$ cat config.mk
export PLATFORM = sky130hd
export DESIGN_NAME = lot_queue
export DESIGN_NICKNAME = d
export VERILOG_FILES = /design/src/lot_pkg.sv /design/src/lot_queue.sv
export SDC_FILE = /design/constraint.sdc
export NUM_CORES = 1
export LEC_CHECK = 0
export BUFFER_PORTS_ARGS = -buffer_cell sky130_fd_sc_hd__clkbuf_2
export CAP_MARGIN = 20
export CORE_MARGIN = 5
export CORE_UTILIZATION = 35
export DETAILED_ROUTE_END_ITERATION = 8
export GPL_TIMING_DRIVEN = 0
export SETUP_SLACK_MARGIN = 0.15
export SYNTH_ARGS = -nofsm -noshare
export SYNTH_HDL_FRONTEND = slang
export SYNTH_SLANG_ARGS = --single-unit
$ cat constraint.sdc
create_clock -name clk_i -period 10.51 [get_ports clk_i]
set_input_delay 0.5255 -clock clk_i [delete_from_list [all_inputs] [get_ports clk_i]]
set_output_delay 0.5255 -clock clk_i [all_outputs]
set_load 0.03 [all_outputs]
$ cat src/lot_pkg.sv
// lot_pkg: payload structs, register indexes, mode codes and the back state
// enum for the lane offset trajectory unit. No dependencies.
package lot_pkg;

  typedef struct packed {
    logic signed [31:0] point_x;
    logic signed [31:0] point_y;
    logic [1:0]         mode;
    logic               first_point;
    logic               last_point;
  } lot_in_t;

  typedef struct packed {
    logic signed [31:0] traj_x;
    logic signed [31:0] traj_y;
    logic               point_valid;
    logic               too_short;
    logic               last_in_lane;
  } lot_out_t;

  localparam logic [2:0] REG_ROT    = 3'd0;
  localparam logic [2:0] REG_TRANS  = 3'd1;
  localparam logic [2:0] REG_MINLEN = 3'd2;
  localparam logic [2:0] REG_CENTRE = 3'd3;
  localparam logic [2:0] REG_RIGHT  = 3'd4;
  localparam logic [2:0] REG_LEFT   = 3'd5;

  localparam logic [1:0] MODE_CENTRE = 2'd0;
  localparam logic [1:0] MODE_RIGHT  = 2'd1;
  localparam logic [1:0] MODE_LEFT   = 2'd2;

  typedef enum logic [3:0] {
    BK_IDLE, BK_DIFF, BK_SCALE, BK_SQA, BK_SQB, BK_SQRT, BK_DECIDE,
    BK_MULX, BK_DIVX, BK_MULY, BK_DIVY, BK_SUM, BK_OUT
  } bk_state_e;

  // Classified request passed from front to back
  typedef struct packed {
    logic signed [47:0] cx;
    logic signed [47:0] cy;
    logic signed [47:0] px;
    logic signed [47:0] py;
    logic               seg;
    logic               last;
    logic signed [31:0] off;
  } lot_job_t;

endpackage

$ cat src/lot_queue.sv
// lot_queue: two-entry queue between front and back. Uses lot_pkg.
module lot_queue import lot_pkg::*; (
  input  logic     clk_i,
  input  logic     rst_ni,
  input  logic     valid_i,
  output logic     stall_o,
  input  lot_job_t data_i,
  output logic     valid_o,
  input  logic     stall_i,
  output lot_job_t data_o
);
  lot_job_t  mem_q [2];
  logic      wp_q, rp_q;
  logic [1:0] cnt_q;
  logic      push, pop;

  assign stall_o = cnt_q == 2'd2;
  assign valid_o = cnt_q != 2'd0;
  assign data_o  = mem_q[rp_q];
  assign push = valid_i && !stall_o;
  assign pop  = valid_o && !stall_i;

  always_ff @(posedge clk_i or negedge rst_ni) begin
    if (!rst_ni) begin
      wp_q <= 1'b0; rp_q <= 1'b0; cnt_q <= '0;
    end else begin
      if (push) wp_q <= !wp_q;
      if (pop)  rp_q <= !rp_q;
      cnt_q <= cnt_q + 2'(push) - 2'(pop);
    end
  end

  always_ff @(posedge clk_i) begin
    if (push) mem_q[wp_q] <= data_i;
  end
endmodule

==> results.md, run 1 <==
- Max Fclk: roughly 0.37 GHz
- Total power: 6.57 mW
- GRT Total Usage: 13.9%
- Worst slew pin tran: between 0.7 and 0.8 ns
- Initial core utilization: between 30% and 40%
- CP Data Required Time: between 9 and 10 ns
- Synth cell types: 17
- # clock sinks: 456
- Synth Instances: 721
- DR WL/cell: 19.9 um
- Inserted Clock Buffers: 47
- P_sw: 2.36 mW
- R2R Path Start: cnt_q[0]
- Slew Limit Headroom: 48.1%
- CTS clock-pin slew for the worst setup and hold paths: 0.06 ns
- Pwr/cell area: 308 nW/um^2
- Top post-synthesis cells by area: edfxtp_1, mux2_2, mux2_4
- Comb pwr share: 38.0%
- Max VDD drop: 0.197 mV
- Clock root buffer: clkbuf_16
- Endpoints failing setup: 0
- Fin. Hold Viols: 0
- Top cells by count, synth: edfxtp_1, mux2_2, mux2_4, buf_4, buf_2
- Fin cells: 1886
- Area leader, netlist: edfxtp_1
- CTS tree: done
- Fin area: 21300 um^2
- Cell Area, Synth: 16600 um^2
- Post-Route WL: 37.5 mm
- Slew Limit Fails: 0
- Max incr delay on CP: 0.37 ns
- Final net count: approximately 1500
- Leak pwr: 8.12 nW
- Share of layout cells above drive strength 1: 61.2%
- Reg-to-Reg End: mem_q[0][111]
- First-pass GRT wire length: approximately 56 mm
- Slowest CP cell: buf_2
- Critical path class: reg -> out
- Int Pwr: 4.21 mW
- CP cell instances: buf_2 -> buf_4 -> mux2_2 -> clkbuf_2
- Synth Warn #: 0
- Fillers: 4072
- Die area: approximately 52000 um^2
- Port Buffer Count: about 460
- Post-synth top flop: edfxtp_1
- Place WS: 7.95 ns
- Async SR Flop Fraction: less than 1%
- Number of placed cells counting well taps: 1797
- Die width: 228 um
- Row count: 79
- Hold/Removal Path Class: in -> reg
- Initial antenna violation count: 7
- Worst Setup End Kind: primary output
- Seq/Total Area, Yosys: 82.3%
- Net count after synthesis: 953
- Setup bufs post-CTS: 0
- Clock share of power: between 20 and 25%
- Routability Congestion: 0.745
- R2R depth: 6
- Fin crit share: about a quarter
- Part of the power in registers: 38.9%
- Critical Path Start: rp_q
- Hold_sp: data_i[44]
- Critical path startpoint category: register
- Post-DP HPWL: 27.0 mm
- Synth top area share: 81.7%
- Worst reg-to-reg setup slack: 8.08 ns
- CTS Buffer Depth: 3
- Post-synthesis area per instance: roughly 23 um^2
- Placed Area: 19900 um^2
- Max-cap violation count: 0
- Post-CTS resize count: 0
- Vias in the first global route: 9278
- Drt pass-1 iters: 4
- Final core utilization: 45.7%
- Core Area: 46800 um^2
- Sw frac: 36.0%
- # DRC: 0
- Vias per cell: 4.54
- Critical path arrival: between 2 and 2.5 ns
- DRT antenna net count: 0
- DRT iter0 DRCs: 479
- Seq cells post-synth: 456
- Area growth syn-to-layout: 28.5%
- Die H: 228 um
- Vias post-DR: 8558
- Hold path endpoint: mem_q[0][44]
- Post-route minimum period: 2.68 ns
- Max H-tree Level: 2
- Number of synthesized flops with an enable pin: 452
- IO Pins: 458
- Global route overflow: 0
- Top-count cell post-synth: edfxtp_1
- WHS Path Cells: 1
- Clk_lat worst skew: 0.56 ns
- CP Max Fanout: 10
- Clk_skew: 0.00833 ns
- Worst setup margin: a little under 8 ns
- RSZ-0062 raised after global routing: no
- Largest net degree at the start of global routing: 55
- Status: finished, final reports clean
[layout by cell type, fill, tap and decap left out]
master	n
nor2_4	1
diode_2	6
buf_4	11
or2_2	1
clkinv_1	9
dfrtp_1	4
nand2_1	1
mux2_4	30
ha_1	2
nand2b_1	1
clkbuf_1	17
xor2_1	1
nor2b_1	1
buf_12	8
clkinv_2	5
buf_6	4
mux2_2	196
clkinvlp_4	1
and3_4	1
buf_2	10
edfxtp_1	452
buf_16	4
xnor2_1	3
clkbuf_16	49
bufinv_16	1
clkbuf_2	457
inv_1	2
dlygate4sd3_1	1
[cell families (layout without fill, tap and decap cells)]
kind of cell	count (synthesis)	in the layout	share of synthesized area (%)
xor+xnor	4	4	0.211
fa+ha+maj	2	2	0.151
buf+inv	27	579	1.11
flops	456	456	82.3
mux	226	226	16.0
other cells	0	6	0
simple gates	6	6	0.196
[worst max-delay path: cells and delay by family, from the launching register on]
kind                   cells  cell delay [ns]
muxes                      1             0.36
DFF                        1             0.34
buffers and inverters      3             0.89
[per-stage QoR]
stage	hold WS [ns]	setup TNS, ns
5_1_grt	0.109	0
3_3_place_gp	0.347	-66.02
2_1_floorplan	0.230	0
3_5_place_dp	0.349	0
4_1_cts	0.105	0
6_report	0.152	0
[per-layer routing]
layer | global-route usage [%] | vias up | routed length [um]
li1 | - | 3932 | -
met1 | 15.2 | 4253 | 13800
met2 | 24.4 | 298 | 19100
met3 | 6.10 | 73 | 3420
met4 | 4.58 | 2 | 1100
met5 | 0 | - | 13
[final cells by class]
cell class | count | area (um^2) | area share [%]
Antenna cell | 6 | 15.0 | 0.0703
Buffer | 25 | 178 | 0.832
Clock buffer | 66 | 1290 | 6.04
Clock inverter | 16 | 96.3 | 0.451
Inverter | 2 | 7.51 | 0.0352
Multi-Input combinational cell | 238 | 2760 | 12.9
Sequential cell | 456 | 13700 | 64.0
Tap cell | 607 | 759 | 3.56
Timing Repair Buffer | 470 | 2570 | 12.0
[power groups by stage]
stage	Clock (mW)	Combinational (mW)	Sequential (mW)
4_1_cts	1.57	2.55	2.56
2_1_floorplan	0	1.74	2.68
5_1_grt	1.65	2.64	2.59
3_3_place_gp	0	2.45	2.76
3_5_place_dp	0	2.54	2.60
6_report	1.52	2.50	2.56
[flip-flops by register name, indices dropped and copies added, names as in the netlist]
name   count
mem_q    452
wp_q       1
rp_q       1
cnt_q      2
[how the worst max path moves through the flow]
stage,end,cells past startpoint
floorplan,mem_q[0][0],2
CTS,data_o[129],4
global route,data_o[129],4
global placement,mem_q[0][186],3
finish,data_o[130],4
detailed placement,mem_q[0][186],6
[repair_timing]
| action | in CTS | in global routing |
|---|---|---|
| endpoints found under the setup margin | 0 | 0 |
| hold endpoints to repair | 4 | 0 |
| hold buffers | 1 | 0 |
Power figures use the tool's default switching activity.
==> run 2: changes to the inputs <==
--- a/config.mk
+++ b/config.mk
@@ -5,6 +5,7 @@
 export SDC_FILE = /design/constraint.sdc
 export NUM_CORES = 1
 export LEC_CHECK = 0
+export ABC_AREA = 1
 export BUFFER_PORTS_ARGS = -buffer_cell sky130_fd_sc_hd__clkbuf_2
 export CAP_MARGIN = 20
 export CORE_MARGIN = 5
==> constraint.sdc (replaced) <==
create_clock -name clk_i -period 2.6 [get_ports clk_i]
set_input_delay 0.13 -clock clk_i [delete_from_list [all_inputs] [get_ports clk_i]]
set_output_delay 0.13 -clock clk_i [all_outputs]
set_load 0.03 [all_outputs]
==> run 2 against run 1 <==
Critical path depth up 3. Clock skew up 0.0027 ns. Non-clock buffer count up 257. Largest cell class unchanged. Highest routed layer unchanged.
==> results.md, run 2 <==
- Critical path arrival: 2.12 ns (was 2.15 ns)
- DRT antenna net count: 0 (unchanged)
- Status: finished, final reports clean (unchanged)
- Max-cap violation count: 0 (unchanged)
- First-pass GRT wire length: 70.6 mm (was 56.1 mm)
- WHS: 0.291 ns (was 0.152 ns)
- Commonest cells after routing, fill and taps aside: nand2_1, clkbuf_2, edfxtp_1 (was clkbuf_2, edfxtp_1, mux2_2)
- Drt pass-1 iters: 7 (was 4)
- Top-count cell post-synth: nand2_1 (was edfxtp_1)
- Net count after synthesis: 1446 (was 953)
- Initial antenna violation count: 5 (was 7)
- Area growth syn-to-layout: 43.1% (was 28.5%)
- Initial core utilization: 35.6% (was 35.5%)
- Top cells by count, synth: nand2_1, edfxtp_1, buf_2, buf_4, inv_1 (was edfxtp_1, mux2_2, mux2_4, buf_4, buf_2)
- Share of layout cells above drive strength 1: 29.6% (was 61.2%)
- WP buf/inv: 5 (was 3)
- CP cell instances: inv_2 -> buf_4 -> buf_6 -> buf_2 -> nand2_1 -> nand2_1 -> clkbuf_2 (was buf_2 -> buf_4 -> mux2_2 -> clkbuf_2)
- Worst slew pin tran: 0.672 ns (was 0.776 ns)
- Worst Setup End Kind: primary output (unchanged)
- Setup TNS: 0 ns (unchanged)
- Area leader, netlist: edfxtp_1 (unchanged)
- Clock root buffer: clkbuf_16 (unchanged)
- CTS clock-pin slew for the worst setup and hold paths: 0.06 ns (about the same)
- Synth top area share: 81.6% (was 81.7%)
- DRT iter0 DRCs: 695 (was 479)
- Leak pwr: 10.3 nW (was 8.12 nW)
- Max Fclk: 0.444 GHz
- Top reg by flops: mem_q (unchanged)
- Slew Limit Fails: 0 (unchanged)
- # clock sinks: 456 (unchanged)
- Vias in the first global route: 11900 (was 9278)
- Fin crit share: between 80 and 90%
- Max FFs per register: 452 (unchanged)
- Final net count: 2198 (was 1472)
- Clk_lat worst skew: 0.56 ns (about the same)
- Max VDD drop: 0.779 mV (was 0.197 mV)
- Number of synthesized flops with an enable pin: 452 (unchanged)
- Synth Warn #: 0 (unchanged)
- Row count: 79 (unchanged)
- Setup bufs post-CTS: 0 (unchanged)
- Most frequent CP cell: nand2_1
- Post-synthesis area per instance: 13.7 um^2 (was 23.0 um^2)
- IO Pins: 458 (unchanged)
- Pwr/cell area: 1200 nW/um^2 (was 308 nW/um^2)
- Synth cell types: 11 (was 17)
- Slowest CP cell: dfrtp_1 (was buf_2)
- # DRC: 0 (unchanged)
- Largest net degree at the start of global routing: 38 (was 55)
- Critical path class: reg -> out (unchanged)
- Post-Route WL: 46.4 mm (was 37.5 mm)
- Max H-tree Level: 2 (unchanged)
- Routability Congestion: 0.799 (was 0.745)
- Die width: 228 um (about the same)
- Post-DP HPWL: 32.4 mm (was 27.0 mm)
- Endpoints failing setup: 0 (unchanged)
- Max incr delay on CP: 0.40 ns (was 0.37 ns)
- Die H: 228 um (about the same)
- Vias post-DR: 11700 (was 8558)
- GRT Total Usage: 17.3% (was 13.9%)
- CP Data Required Time: 2.47 ns (was 9.98 ns)
- Top post-synthesis cells by area: edfxtp_1, nand2_1, buf_2 (was edfxtp_1, mux2_2, mux2_4)
- Placed Area: 20000 um^2 (was 19900 um^2)
- RSZ-0062 raised after global routing: no (unchanged)
- Fin. Hold Viols: 0 (unchanged)
- Inserted Clock Buffers: 48 (was 47)
- DR WL/cell: 17.8 um (was 19.9 um)
- Hold/Removal Path Class: in -> reg (unchanged)
- Post-synth top flop: edfxtp_1 (unchanged)
- Async SR Flop Fraction: 0.877% (unchanged)
- Vias per cell: 4.47 (was 4.54)
- Port Buffer Count: 457 (unchanged)
- Commonest non-fill, non-tap cell in the layout: nand2_1 (was clkbuf_2)
- Synth Instances: 1214 (was 721)
- Core Area: 46800 um^2 (unchanged)
- Global route overflow: 0 (unchanged)
- Die area: 52000 um^2 (was 51900 um^2)
- Top Registers: mem_q (452), cnt_q (2) (unchanged)
- CTS Buffer Depth: 3 (unchanged)
- CTS tree: done (unchanged)
- Seq cells post-synth: 456 (unchanged)
- Fin area: 23800 um^2 (was 21300 um^2)
- Top delay family on crit path: buffers and inverters (unchanged)
- Critical path startpoint category: register (unchanged)
- Seq/Total Area, Yosys: 82.2% (was 82.3%)
- Slew Limit Headroom: 55.1% (was 48.1%)
- CP Max Fanout: 10 (unchanged)
- Post-route minimum period: 2.25 ns
- Clk_skew: 0.0110 ns (was 0.00833 ns)
- Cell Area, Synth: 16600 um^2 (about the same)
run 2: area by class of cell:
class,instances,area [um^2]
multi-input cells,697,2660
repair buffers,702,4900
clock inverters,23,223
fillers,3989,22900
plain buffers,50,294
flip-flops and latches,456,13700
diodes,3,7.51
inverters,11,45.0
clock buffers,59,1260
well taps,607,759
run 2: timing repair:
action,in CTS,in global routing
hold endpoints to repair,458,0
resized for setup,3,0
hold buffers,230,0
setup endpoints to repair,5,0
run 2: worst register-to-register path: stages (launching register included):
cell and delay [ns]:
dfrtp_1 0.41, nand2_2 0.12, nand2_2 0.09, nor2_4 0.55
buf_12 0.26, buf_16 0.22, buf_12 0.21
run 2: worst paths after layout:
check / startpoint / to / slack (ns) / depth (start not counted)
setup / recovery: rp_q / data_o[127] / 0.35 / 7
hold / removal: data_i[211] / mem_q[1][211] / 0.29 / 2
setup reg to reg: cnt_q[1] / mem_q[1][184] / 0.42 / 6
hold reg to reg: wp_q / wp_q / 0.47 / 2
max in group asynchronous: rst_ni / wp_q / 1.90 / 3
min in group asynchronous: rst_ni / cnt_q[0] / 0.52 / 3
run 2: routing by layer:
layer	GRT usage [%]	wire, um
met1	20.1	17900
met2	29.8	22800
met3	6.88	4600
met4	4.82	1110
met5	0	16
run 2: logic make-up after synthesis:
family,after synthesis,share of synthesized area (%)
flops,456,82.2
buf+inv,61,1.97
simple gates,695,15.7
fa+ha+maj,2,0.150
run 2: report_power, final:
part	internal, mW	leakage [nW]	switching [mW]
Sequential	9.99	4.25	0.343
Clock	3.84	0.721	2.71
Combinational	2.98	5.32	8.74
run 2: stage by stage:
step	utilization, %	power, mW	cells	setup WS, ns
after detailed placement	42.8	22.1	2293	0.389
after CTS	50.9	29.0	2605	0.231
after global routing	50.9	30.1	2607	0.179
after global placement	42.1	21.2	2278	-4.10
after floorplan	-	17.9	1214	-1.74
final	50.9	28.6	2608	0.348
==> run 3: changes to the inputs <==
--- a/config.mk
+++ b/config.mk
@@ -10,8 +10,10 @@
 export CAP_MARGIN = 20
 export CORE_MARGIN = 5
 export CORE_UTILIZATION = 35
+export CTS_BUF_LIST = sky130_fd_sc_hd__clkbuf_8 sky130_fd_sc_hd__clkbuf_16
 export DETAILED_ROUTE_END_ITERATION = 8
 export GPL_TIMING_DRIVEN = 0
+export RECOVER_POWER = 50
 export SETUP_SLACK_MARGIN = 0.15
 export SYNTH_ARGS = -nofsm -noshare
 export SYNTH_HDL_FRONTEND = slang
==> run 3 against run 2 <==
Sequential power hardly changed. Clock skew hardly changed. Via count about the same. Core utilization fell by 0.54 points. Critical path type unchanged.
==> results.md, run 3 (synthesis gave the netlist of run 2 again) <==
- GRT Total Usage: 17.3% (about the same)
- Clk_skew: 0.0111 ns (was 0.0110 ns)
- Clock root buffer: clkbuf_16 (unchanged)
- # DRC: 0 (unchanged)
- Commonest non-fill, non-tap cell in the layout: nand2_1 (unchanged)
- Initial antenna violation count: 5 (unchanged)
- R2R Path Start: cnt_q[0] (was cnt_q[1])
- IO Pins: 458 (unchanged)
- Post-DP HPWL: 32.4 mm (unchanged)
- Core Area: 46800 um^2 (unchanged)
- Top reg by flops: mem_q (unchanged)
- Setup bufs post-CTS: 0 (unchanged)
- Hold_sp: data_i[154] (was data_i[211])
- Critical path startpoint category: register (unchanged)
- # clock sinks: 456 (unchanged)
- Drt pass-1 iters: 7 (unchanged)
- Routability Congestion: 0.799 (unchanged)
- Vias per cell: 4.48 (was 4.47)
- CP Max Fanout: 10 (unchanged)
- Commonest cells after routing, fill and taps aside: nand2_1, edfxtp_1, clkbuf_2 (was nand2_1, clkbuf_2, edfxtp_1)
- WP buf/inv: 4 (was 5)
- Post-Route WL: 46.3 mm (was 46.4 mm)
- Endpoints failing setup: 0 (unchanged)
- CTS Buffer Depth: 3 (unchanged)
- Fin. Hold Viols: 0 (unchanged)
- DRT antenna net count: 0 (unchanged)
- RSZ-0062 raised after global routing: no (unchanged)
- Worst Setup End Kind: primary output (unchanged)
- Slew Limit Headroom: 54.4% (was 55.1%)
- Number of placed cells counting well taps: 2293 (unchanged)
- CTS tree: done (unchanged)
- Die area: 52000 um^2 (unchanged)
- Die width: 228 um (unchanged)
- First-pass GRT wire length: 70.6 mm (about the same)
- Vias post-DR: 11700 (about the same)
- Most frequent CP cell: nand2_1 (unchanged)
- Inserted Clock Buffers: 48 (unchanged)
- Max incr delay on CP: 0.41 ns (was 0.40 ns)
- Initial core utilization: 35.6% (unchanged)
- Fin crit share: 89.2% (was 86.6%)
- Largest net degree at the start of global routing: 38 (unchanged)
- Top Registers: mem_q (452), cnt_q (2) (unchanged)
- Place WS: 0.389 ns (unchanged)
- Final core utilization: 50.4% (was 50.9%)
- Hold/Removal Path Class: in -> reg (unchanged)
- Clk_lat worst skew: 0.56 ns (about the same)
- Worst setup margin: 0.280 ns (was 0.348 ns)
- Status: finished, final reports clean (unchanged)
- DRT iter0 DRCs: 728 (was 695)
- CP cell instances: inv_2 -> clkbuf_1 -> buf_2 -> nand2_1 -> nand2_1 -> clkbuf_2 (was inv_2 -> buf_4 -> buf_6 -> buf_2 -> nand2_1 -> nand2_1 -> clkbuf_2)
- Max-cap violation count: 0 (unchanged)
- Worst slew pin tran: 0.683 ns (was 0.672 ns)
- Total power: 28.5 mW (was 28.6 mW)
- Max Fclk: 0.431 GHz (was 0.444 GHz)
- CTS clock-pin slew for the worst setup and hold paths: 0.06 ns (about the same)
- DR WL/cell: 17.8 um (about the same)
- Max FFs per register: 452 (unchanged)
- WHS: 0.291 ns (about the same)
- Vias in the first global route: 11900 (unchanged)
- Max VDD drop: 0.779 mV (about the same)
- Max H-tree Level: 2 (unchanged)
- Post-route minimum period: 2.32 ns (was 2.25 ns)
- Final net count: 2198 (unchanged)
- Row count: 79 (unchanged)
- Port Buffer Count: 457 (unchanged)
- Slowest CP cell: clkbuf_1 (was dfrtp_1)
- CP Data Required Time: 2.47 ns (about the same)
- Leak pwr: 9.82 nW (was 10.3 nW)
- Critical path class: reg -> out (unchanged)
- Critical path arrival: 2.19 ns (was 2.12 ns)
- Share of layout cells above drive strength 1: 21.0% (was 29.6%)
- Fin cells: 2607 (was 2608)
- Pwr/cell area: 1210 nW/um^2 (was 1200 nW/um^2)
- Critical Path Start: rp_q (unchanged)
- Global route overflow: 0 (unchanged)
- Slew Limit Fails: 0 (unchanged)
- Die H: 228 um (unchanged)
- Area growth syn-to-layout: 41.6% (was 43.1%)
- Top delay family on crit path: buffers and inverters (unchanged)
==> run 3: metrics by stage <==
stage	instance area [um^2]	setup TNS (ns)
4_1_cts	23800	0
5_1_grt	23600	0
6_report	23600	0
3_3_place_gp	19700	-1793.74
3_5_place_dp	20000	0
2_1_floorplan	16700	-784.84
==> run 3: routing by layer <==
metal | vias up | global-route usage (%) | routed length [um]
met5 | - | 0 | 32
met4 | 6 | 4.82 | 1080
met3 | 74 | 6.88 | 4660
met2 | 449 | 29.8 | 22800
met1 | 5530 | 20.1 | 17700
li1 | 5613 | - | -
==> run 3: repair_timing <==
action                                 in CTS  in global routing
setup endpoints to repair                   5                  0
gates resized for setup                     3                  0
endpoints found under the hold margin     458                  0
hold buffers                              230                  0
==> run 3: cell type report <==
type,instances,area (um^2)
Multi-Input combinational cell,697,2650
Sequential cell,456,13700
Timing Repair Buffer,702,4660
Inverter,11,45.0
Buffer,50,293
Antenna cell,2,5.00
Tap cell,607,759
Fill cell,4098,23200
Clock buffer,49,1230
Clock inverter,33,260
==> run 3: path summary, 6_finish.rpt <==
kind	end	slack, ns	depth (start not counted)
max in group asynchronous	wp_q	1.91	3
min	mem_q[0][154]	0.29	2
min reg2reg	wp_q	0.47	2
max	data_o[218]	0.28	6
min in group asynchronous	cnt_q[0]	0.51	3
max reg2reg	mem_q[0][17]	0.30	6
==> run 3: power by group <==
group	internal, mW	switching, mW
Clock	3.80	2.70
Sequential	10.0	0.340
Combinational	2.91	8.73
Total	16.7	11.8
